File: src/rtl/rsm_pkg.sv
package rsm_pkg;

  localparam int unsigned SECTOR_W = 37;
  localparam int unsigned CHUNK_W  = 16;
  localparam int unsigned MODE_W   = 3;
  localparam int unsigned COUNT_W  = 5;
  localparam int unsigned DISK_W   = 4;
  localparam int unsigned ROW_IN_W = 32;
  localparam int unsigned CFG_IDX_W = 2;

  localparam int unsigned MAX_DISKS_DEF = 16;
  localparam int unsigned ROW_BITS_DEF  = 32;

  localparam logic [MODE_W-1:0] MODE_RAID0  = 3'd0;
  localparam logic [MODE_W-1:0] MODE_RAID01 = 3'd1;
  localparam logic [MODE_W-1:0] MODE_RAID10 = 3'd2;
  localparam logic [MODE_W-1:0] MODE_RAID4  = 3'd3;
  localparam logic [MODE_W-1:0] MODE_RAID5  = 3'd4;

  localparam logic [CFG_IDX_W-1:0] REG_RAID_MODE     = 2'd0;
  localparam logic [CFG_IDX_W-1:0] REG_DISK_COUNT    = 2'd1;
  localparam logic [CFG_IDX_W-1:0] REG_CHUNK_SECTORS = 2'd2;

endpackage

File: src/rtl/raid_sector_mapper.sv
// raid_sector_mapper: maps a (row, disk) request to the logical sector held
// there for the configured RAID layout, or flags it as parity or a bad disk.
// Channels: in_valid/in_stall carry in_row and in_disk; out_valid/out_stall
// carry out_sector, out_is_parity and out_bad_disk, one result per request.
// Configuration: cfg_we with cfg_index and cfg_wdata writes raid_mode (0),
// disk_count (1) or chunk_sectors (2); other indexes are ignored. Write only
// while no request is in flight.
// Structure: a row of ROW_BITS cells forms row mod chunk and row mod disk
// count one row bit per cell, then one mapping stage multiplies and
// registers the result.
// Throughput: one request per cycle while the receiver does not stall; each stage holds one request.
// Reset empties every stage and loads raid0, two disks, one sector per chunk.
// When the receiver stalls, the result holds and the stages fill up behind it;
// in_stall rises only once the cell right behind the input is occupied and
// cannot advance.
module raid_sector_mapper import rsm_pkg::*; #(
  parameter int unsigned MAX_DISKS = MAX_DISKS_DEF,
  parameter int unsigned ROW_BITS  = ROW_BITS_DEF
) (
  input  logic                 clk,
  input  logic                 rst_n,
  input  logic                 cfg_we,
  input  logic [CFG_IDX_W-1:0] cfg_index,
  input  logic [CHUNK_W-1:0]   cfg_wdata,
  input  logic                 in_valid,
  output logic                 in_stall,
  input  logic [ROW_IN_W-1:0]  in_row,
  input  logic [DISK_W-1:0]    in_disk,
  output logic                 out_valid,
  input  logic                 out_stall,
  output logic [SECTOR_W-1:0]  out_sector,
  output logic                 out_is_parity,
  output logic                 out_bad_disk
);

  localparam int unsigned NW = $clog2(MAX_DISKS + 1);
  localparam int unsigned CW = (NW > COUNT_W) ? NW : COUNT_W;

  logic [MODE_W-1:0]  mode_r;
  logic [COUNT_W-1:0] count_r;
  logic [CHUNK_W-1:0] chunk_r;
  logic [CW-1:0]      cnt_w;
  logic [CW-1:0]      cnt_eff;
  logic [NW-1:0]      n_disks;
  logic [CHUNK_W-1:0] chunk_eff;

  logic                v     [ROW_BITS+1];
  logic                rdy   [ROW_BITS+1];
  logic [ROW_BITS-1:0] row   [ROW_BITS+1];
  logic [DISK_W-1:0]   disk  [ROW_BITS+1];
  logic [CHUNK_W-1:0]  rc    [ROW_BITS+1];
  logic [NW-1:0]       rn    [ROW_BITS+1];

  always_ff @(posedge clk) begin
    if (!rst_n) begin
      mode_r  <= MODE_RAID0;
      count_r <= COUNT_W'(2);
      chunk_r <= CHUNK_W'(1);
    end else if (cfg_we) begin
      case (cfg_index)
        REG_RAID_MODE:     mode_r  <= cfg_wdata[MODE_W-1:0];
        REG_DISK_COUNT:    count_r <= cfg_wdata[COUNT_W-1:0];
        REG_CHUNK_SECTORS: chunk_r <= cfg_wdata;
        default: begin
        end
      endcase
    end
  end

  always_comb begin
    cnt_w   = CW'(count_r);
    cnt_eff = cnt_w;
    if (cnt_w < CW'(2)) begin
      cnt_eff = CW'(2);
    end
    if (cnt_w > CW'(MAX_DISKS)) begin
      cnt_eff = CW'(MAX_DISKS);
    end
    n_disks   = cnt_eff[NW-1:0];
    chunk_eff = (chunk_r == '0) ? CHUNK_W'(1) : chunk_r;
  end

  assign v[0]    = in_valid;
  assign row[0]  = ROW_BITS'(in_row);
  assign disk[0] = in_disk;
  assign rc[0]   = '0;
  assign rn[0]   = '0;
  assign in_stall = !rdy[0];

  for (genvar i = 0; i < ROW_BITS; i++) begin : g_cell
    rsm_cell #(
      .ROW_BITS (ROW_BITS),
      .NW       (NW),
      .BIT      (ROW_BITS - 1 - i)
    ) u_cell (
      .clk      (clk),
      .rst_n    (rst_n),
      .chunk    (chunk_eff),
      .n_disks  (n_disks),
      .up_valid (v[i]),
      .up_ready (rdy[i]),
      .up_row   (row[i]),
      .up_disk  (disk[i]),
      .up_rc    (rc[i]),
      .up_rn    (rn[i]),
      .dn_valid (v[i+1]),
      .dn_ready (rdy[i+1]),
      .dn_row   (row[i+1]),
      .dn_disk  (disk[i+1]),
      .dn_rc    (rc[i+1]),
      .dn_rn    (rn[i+1])
    );
  end

  rsm_map #(
    .ROW_BITS (ROW_BITS),
    .NW       (NW)
  ) u_map (
    .clk           (clk),
    .rst_n         (rst_n),
    .mode          (mode_r),
    .chunk         (chunk_eff),
    .n_disks       (n_disks),
    .up_valid      (v[ROW_BITS]),
    .up_ready      (rdy[ROW_BITS]),
    .up_row        (row[ROW_BITS]),
    .up_disk       (disk[ROW_BITS]),
    .up_rc         (rc[ROW_BITS]),
    .up_rn         (rn[ROW_BITS]),
    .out_valid     (out_valid),
    .out_stall     (out_stall),
    .out_sector    (out_sector),
    .out_is_parity (out_is_parity),
    .out_bad_disk  (out_bad_disk)
  );

  a_par_bad_excl: assert property (@(posedge clk) disable iff (!rst_n)
    out_valid |-> !(out_is_parity && out_bad_disk))
    else $error("parity and bad disk both set");

  a_par_zero: assert property (@(posedge clk) disable iff (!rst_n)
    (out_valid && (out_is_parity || out_bad_disk)) |-> (out_sector == '0))
    else $error("nonzero sector on parity or bad disk");

  a_par_mode: assert property (@(posedge clk) disable iff (!rst_n)
    (out_valid && mode_r != MODE_RAID4 && mode_r != MODE_RAID5) |-> !out_is_parity)
    else $error("parity in a layout without parity");

  a_no_stall_empty: assert property (@(posedge clk) disable iff (!rst_n)
    !v[1] |-> !in_stall)
    else $error("input stalled with first cell empty");

endmodule

File: src/rtl/rsm_cell.sv
module rsm_cell import rsm_pkg::*; #(
  parameter int unsigned ROW_BITS = ROW_BITS_DEF,
  parameter int unsigned NW       = 5,
  parameter int unsigned BIT      = 0
) (
  input  logic                clk,
  input  logic                rst_n,
  input  logic [CHUNK_W-1:0]  chunk,
  input  logic [NW-1:0]       n_disks,
  input  logic                up_valid,
  output logic                up_ready,
  input  logic [ROW_BITS-1:0] up_row,
  input  logic [DISK_W-1:0]   up_disk,
  input  logic [CHUNK_W-1:0]  up_rc,
  input  logic [NW-1:0]       up_rn,
  output logic                dn_valid,
  input  logic                dn_ready,
  output logic [ROW_BITS-1:0] dn_row,
  output logic [DISK_W-1:0]   dn_disk,
  output logic [CHUNK_W-1:0]  dn_rc,
  output logic [NW-1:0]       dn_rn
);

  logic                v_r;
  logic [ROW_BITS-1:0] row_r;
  logic [DISK_W-1:0]   disk_r;
  logic [CHUNK_W-1:0]  rc_r;
  logic [NW-1:0]       rn_r;
  logic [CHUNK_W:0]    tc;
  logic [NW:0]         tn;
  logic [CHUNK_W-1:0]  rc_nxt;
  logic [NW-1:0]       rn_nxt;

  assign up_ready = !v_r || dn_ready;

  always_comb begin
    tc = {up_rc, up_row[BIT]};
    tn = {up_rn, up_row[BIT]};
    if (tc >= {1'b0, chunk}) begin
      tc = tc - {1'b0, chunk};
    end
    if (tn >= {1'b0, n_disks}) begin
      tn = tn - {1'b0, n_disks};
    end
    rc_nxt = tc[CHUNK_W-1:0];
    rn_nxt = tn[NW-1:0];
  end

  always_ff @(posedge clk) begin
    if (!rst_n) begin
      v_r <= 1'b0;
    end else if (up_ready) begin
      v_r <= up_valid;
    end
  end

  always_ff @(posedge clk) begin
    if (up_ready && up_valid) begin
      row_r  <= up_row;
      disk_r <= up_disk;
      rc_r   <= rc_nxt;
      rn_r   <= rn_nxt;
    end
  end

  assign dn_valid = v_r;
  assign dn_row   = row_r;
  assign dn_disk  = disk_r;
  assign dn_rc    = rc_r;
  assign dn_rn    = rn_r;

endmodule

File: src/rtl/rsm_map.sv
module rsm_map import rsm_pkg::*; #(
  parameter int unsigned ROW_BITS = ROW_BITS_DEF,
  parameter int unsigned NW       = 5
) (
  input  logic                clk,
  input  logic                rst_n,
  input  logic [MODE_W-1:0]   mode,
  input  logic [CHUNK_W-1:0]  chunk,
  input  logic [NW-1:0]       n_disks,
  input  logic                up_valid,
  output logic                up_ready,
  input  logic [ROW_BITS-1:0] up_row,
  input  logic [DISK_W-1:0]   up_disk,
  input  logic [CHUNK_W-1:0]  up_rc,
  input  logic [NW-1:0]       up_rn,
  output logic                out_valid,
  input  logic                out_stall,
  output logic [SECTOR_W-1:0] out_sector,
  output logic                out_is_parity,
  output logic                out_bad_disk
);

  localparam int unsigned DC_W = DISK_W + CHUNK_W;

  logic                v_r;
  logic [SECTOR_W-1:0] sector_r;
  logic                par_r;
  logic                bad_r;
  logic [SECTOR_W-1:0] sector_nxt;
  logic                par_nxt;
  logic                bad_nxt;
  logic [NW:0]         dsk;
  logic [NW:0]         half;
  logic [NW:0]         d1;
  logic [NW:0]         d2;
  logic [NW:0]         s5;
  logic [ROW_BITS-1:0] mul_a;
  logic [NW:0]         mul_b;
  logic [SECTOR_W-1:0] add_c;
  logic                use_mul;

  assign up_ready = !v_r || !out_stall;

  always_comb begin
    dsk  = (NW+1)'(up_disk);
    half = {1'b0, n_disks} >> 1;
    d1   = (dsk >= half) ? dsk - half : dsk;
    d2   = (d1 >= half) ? d1 - half : d1;
    s5   = dsk + (NW+1)'(up_rn);
    if (s5 >= {1'b0, n_disks}) begin
      s5 = s5 - {1'b0, n_disks};
    end
    bad_nxt = dsk >= {1'b0, n_disks};
    par_nxt = 1'b0;
    use_mul = 1'b1;
    mul_a   = up_row;
    mul_b   = {1'b0, n_disks} - 1'b1;
    add_c   = '0;
    case (mode)
      MODE_RAID0: begin
        mul_a = up_row - ROW_BITS'(up_rc);
        mul_b = {1'b0, n_disks};
        add_c = SECTOR_W'(DC_W'(up_disk) * DC_W'(chunk)) + SECTOR_W'(up_rc);
      end
      MODE_RAID01: begin
        mul_b = half;
        add_c = SECTOR_W'(d2);
      end
      MODE_RAID10: begin
        mul_b = half;
        add_c = SECTOR_W'(up_disk >> 1);
      end
      MODE_RAID4: begin
        add_c = SECTOR_W'(up_disk);
        if (dsk == {1'b0, n_disks} - 1'b1) begin
          par_nxt = 1'b1;
        end
      end
      MODE_RAID5: begin
        add_c = SECTOR_W'(s5);
        if (dsk == {1'b0, n_disks} - 1'b1 - (NW+1)'(up_rn)) begin
          par_nxt = 1'b1;
        end
      end
      default: begin
        use_mul = 1'b0;
      end
    endcase
    sector_nxt = SECTOR_W'(SECTOR_W'(mul_a) * SECTOR_W'(mul_b)) + add_c;
    if (bad_nxt || par_nxt || !use_mul) begin
      sector_nxt = '0;
    end
    if (bad_nxt) begin
      par_nxt = 1'b0;
    end
  end

  always_ff @(posedge clk) begin
    if (!rst_n) begin
      v_r <= 1'b0;
    end else if (up_ready) begin
      v_r <= up_valid;
    end
  end

  always_ff @(posedge clk) begin
    if (up_ready && up_valid) begin
      sector_r <= sector_nxt;
      par_r    <= par_nxt;
      bad_r    <= bad_nxt;
    end
  end

  assign out_valid     = v_r;
  assign out_sector    = sector_r;
  assign out_is_parity = par_r;
  assign out_bad_disk  = bad_r;

endmodule

File: config.mk
export PLATFORM = sky130hd
export DESIGN_NAME = raid_sector_mapper
export DESIGN_NICKNAME = d
export VERILOG_FILES = /design/src/rtl/rsm_pkg.sv /design/src/rtl/raid_sector_mapper.sv /design/src/rtl/rsm_cell.sv /design/src/rtl/rsm_map.sv
export SDC_FILE = /design/constraint.sdc
export NUM_CORES = 2
export LEC_CHECK = 0
export BUFFER_PORTS_ARGS = -buffer_cell sky130_fd_sc_hd__buf_2
export CORE_MARGIN = 4
export CORE_UTILIZATION = 50
export DETAILED_ROUTE_END_ITERATION = 16
export HOLD_SLACK_MARGIN = 0.03
export PLACE_DENSITY = 0.7
export SLEW_MARGIN = 20
export SYNTH_ARGS = -nofsm -noshare
export SYNTH_HDL_FRONTEND = slang
export SYNTH_SLANG_ARGS = --single-unit
File: constraint.sdc
create_clock -name clk -period 21.8 [get_ports clk]
set_clock_uncertainty 0.15 [all_clocks]
set_input_delay 2.18 -clock clk [delete_from_list [all_inputs] [get_ports clk]]
set_output_delay 2.18 -clock clk [all_outputs]
set_load 0.05 [all_outputs]
==> run summary <==
status: complete, no violations
routed vias: 66100
Initial Utilization: 50.4%
io pins: 100
Unique masters post-synth: 90
# port buffers: 99
Crit path arrival time: 10560 ps
post-DR wirelength/cell: 19.6 µm
critical path type: reg -> reg
worst min-delay path class: reg -> reg
Final nets: 9823
vias per inst: 5.66
top-count cell post-synth: edfxtp_1
Hold Path Depth: 0
final setup vio count: 0
initial antenna violation count: 7
Main synth FF type: edfxtp_1
Iteration-0 DRC Markers: 4638
Worst Max-Slew Pin Slew: 1110 ps
HP Start: g_cell[22].u_cell.dn_row[18]
most used cell, CP: fa_1
Synth Area in Simple Gates: 10.3%
post-CTS sizing: 0
minimum clock period: 10160 ps
final worst path period share: 46.6%
Die X: 466 µm
share of the synthesized area in the top cell type: 53.4%
xor and xnor area share after synthesis: 3.36%
multiplexer area fraction after synthesis: 4.51%
fmax: 98.4 MHz
Crit. End Element: flip-flop
area leader, netlist: edfxtp_1
CTS Buf Count: 194
Yosys warnings: 0
Die ar.: 217000 µm²
RR Startpoint: chunk_r[9]
met1 Usage GRT: 27.6%
Max clock buf depth: 3
syn_area_per_cell: 12.5 µm²
worst endpoint required time: 22200 ps
largest fanout on the critical path: 11
pin count of the biggest net entering global routing: 58
first-pass GRT wire length: 360 mm
dpl cell area: 109000 µm²
VDD IR max: 0.0969 mV
FF-to-FF setup slack: 11640 ps
drt drc: 0
M3 GR Usage: 2.67%
Synth area leaders: edfxtp_1 (53%), ha_1 (9.5%), fa_1 (4.8%)
remaining antenna violation count after routing: 0
Sink Count: 1920
RSZ-0062 raised after global routing: no
H-tree Lvls: 4
final RePlAce weighted congestion: 0.898
post-synthesis compound-gate area fraction: 10.6%
GR peak layer: met2
DP HPWL: 159 mm
worst skew pair latency: 830 ps
synthesized area: 105000 µm²
Synth Area in Adders: 14.2%
Synth top cells by count: edfxtp_1 (1863), ha_1 (792), inv_1 (569), nand2_1 (539), nor2_1 (534)
Post-CTS Setup Bufs: 0
Static Leak: 0.0427 µW
routing usage on met2: 35.8%
aggregate global-route resource usage: 20.9%
Root Buffer: clkbuf_16
relative slew slack: 26.2%
die height: 466 µm
main combinational cell family by area after synthesis: adder cells
Max-Cap Viols: 0
post-route setup TNS: 0 ps
Power per Cell Area: 74.6 nW/µm²
# hold bufs at CTS: 0
startpoint types: flip-flop
EDFF count, synth: 1863
post-synthesis instance total: 8406
Initial DRT Pass Iterations: 6
cell at the slowest stage of the critical path: nor2_1
# rows: 167
Crit Reg-Reg Endpoint: u_map.out_sector[32]
post-synthesis sequential area ratio: 54.5%
CTS tree: yes
Synth Register Bits: 1920
Area Overhead vs Synth: 10.8%
ys async rst share: 0%
Clock Pin Slew Worst Setup and Hold Paths: 70 ps
layout cells sized above 1: 10.4%
worst stage delay on the critical path: 850 ps
Post-Route WL: 229 mm
Slew Viols, Final: 0
final hold viol count: 0
core area: 208000 µm²
Hold Path Sink: g_cell[23].u_cell.dn_row[18]
Overflow after GRT: 0
design area: 116000 µm²
Register-to-Register Path Depth: 29
vias in the first global route: 65600
[sequential cells by signal, indices dropped and copies added (netlist names)]
signal	count
g_cell.u_cell.dn_rc	512
g_cell.u_cell.dn_disk	128
u_map.out_valid	1
u_map.out_bad_disk	1
cnt_w	5
mode_r	3
g_cell.u_cell.dn_valid	32
g_cell.u_cell.dn_row	1024
u_map.out_sector	37
chunk_r	16
g_cell.u_cell.dn_rn	160
u_map.out_is_parity	1
[logic make-up after synthesis]
group | count (synthesis)
adders and majority gates | 1041
DFF | 1920
muxes | 434
buffers and inverters | 676
AOI/OAI and AO/OA | 1746
other | 2
xor gates and xnor gates | 401
and+or+nand+nor | 2186
[metrics by stage]
step | hold slack, ps | setup WS, ps | instances | utilization, % | total power [µW]
2_1_floorplan | 250 | 10940 | 8439 | - | 5050
3_3_place_gp | 250 | 11890 | 11300 | 52.7 | 5300
3_5_place_dp | 255 | 11740 | 11300 | 52.7 | 5310
4_1_cts | 224 | 11710 | 11700 | 55.9 | 8740
5_1_grt | 230 | 10990 | 11700 | 55.9 | 9070
6_report | 225 | 11640 | 11700 | 55.9 | 8660
[layout by cell type, fill, tap and decap left out, types with 27 or more instances in the layout]
master and count:
edfxtp_1 1863, ha_1 792, inv_1 563, nand2_1 539
nor2_1 531, a21oi_1 504, o21ai_0 420, mux2_2 300
fa_1 249, xnor2_1 205, nor3_1 198, xor2_1 195
clkbuf_16 195, nor2b_1 174, a21o_1 166, mux2i_1 134
nand2b_1 130, nand4_1 120, nand3_1 114, buf_2 99
o21a_1 95, buf_4 95, a211oi_1 82, and2_1 80
a21boi_0 80, dfxtp_1 56, and3_1 55, clkinv_1 52
nor4_1 50, or3_1 46, clkinv_2 43, or2_2 41
o31ai_1 40, a31oi_1 40, conb_1 35, o41ai_1 34
o211ai_1 33, or4_1 28, o31a_1 27
[report_power, final]
group          switching (µW)  internal [µW]  total (µW)  leakage [µW]
clock network            1440           1970        3410       0.00321
logic                     672            494        1170        0.0222
registers                16.0           4060        4080        0.0173
[worst max-delay path by stage]
stage          startpoint                    to  slack (ps)
2_1_floorplan    cnt_w[2]  u_map.out_sector[32]       10940
3_3_place_gp   chunk_r[9]  u_map.out_sector[32]       11890
3_5_place_dp   chunk_r[3]  u_map.out_sector[32]       11740
4_1_cts        chunk_r[9]  u_map.out_sector[32]       11710
5_1_grt        chunk_r[3]  u_map.out_sector[34]       10990
6_report       chunk_r[9]  u_map.out_sector[32]       11640
[cell type report]
class,instances,area [µm²]
Antenna cell,4,10.0
Inverter,570,2140
Fill cell,16700,91700
Clock inverter,142,1660
Multi-Input combinational cell,5843,45500
Clock buffer,219,4980
Timing Repair Buffer,194,1210
Tap cell,2788,3490
Sequential cell,1920,57100
[worst max-delay path: cells and delay by family, from the launching register on]
family,cells,cell delay [ps]
AOI/OAI and AO/OA,13,3760
and+or+nand+nor,9,2830
adders and majority gates,6,2730
DFF,1,340
buffers and inverters,1,50
[routing by layer]
layer	up-vias	wire length (µm)
met4	0	8050
met1	32100	99100
li1	32000	-
met2	1667	111000
met3	416	11200
met5	-	0
Power figures use the tool's default switching activity.
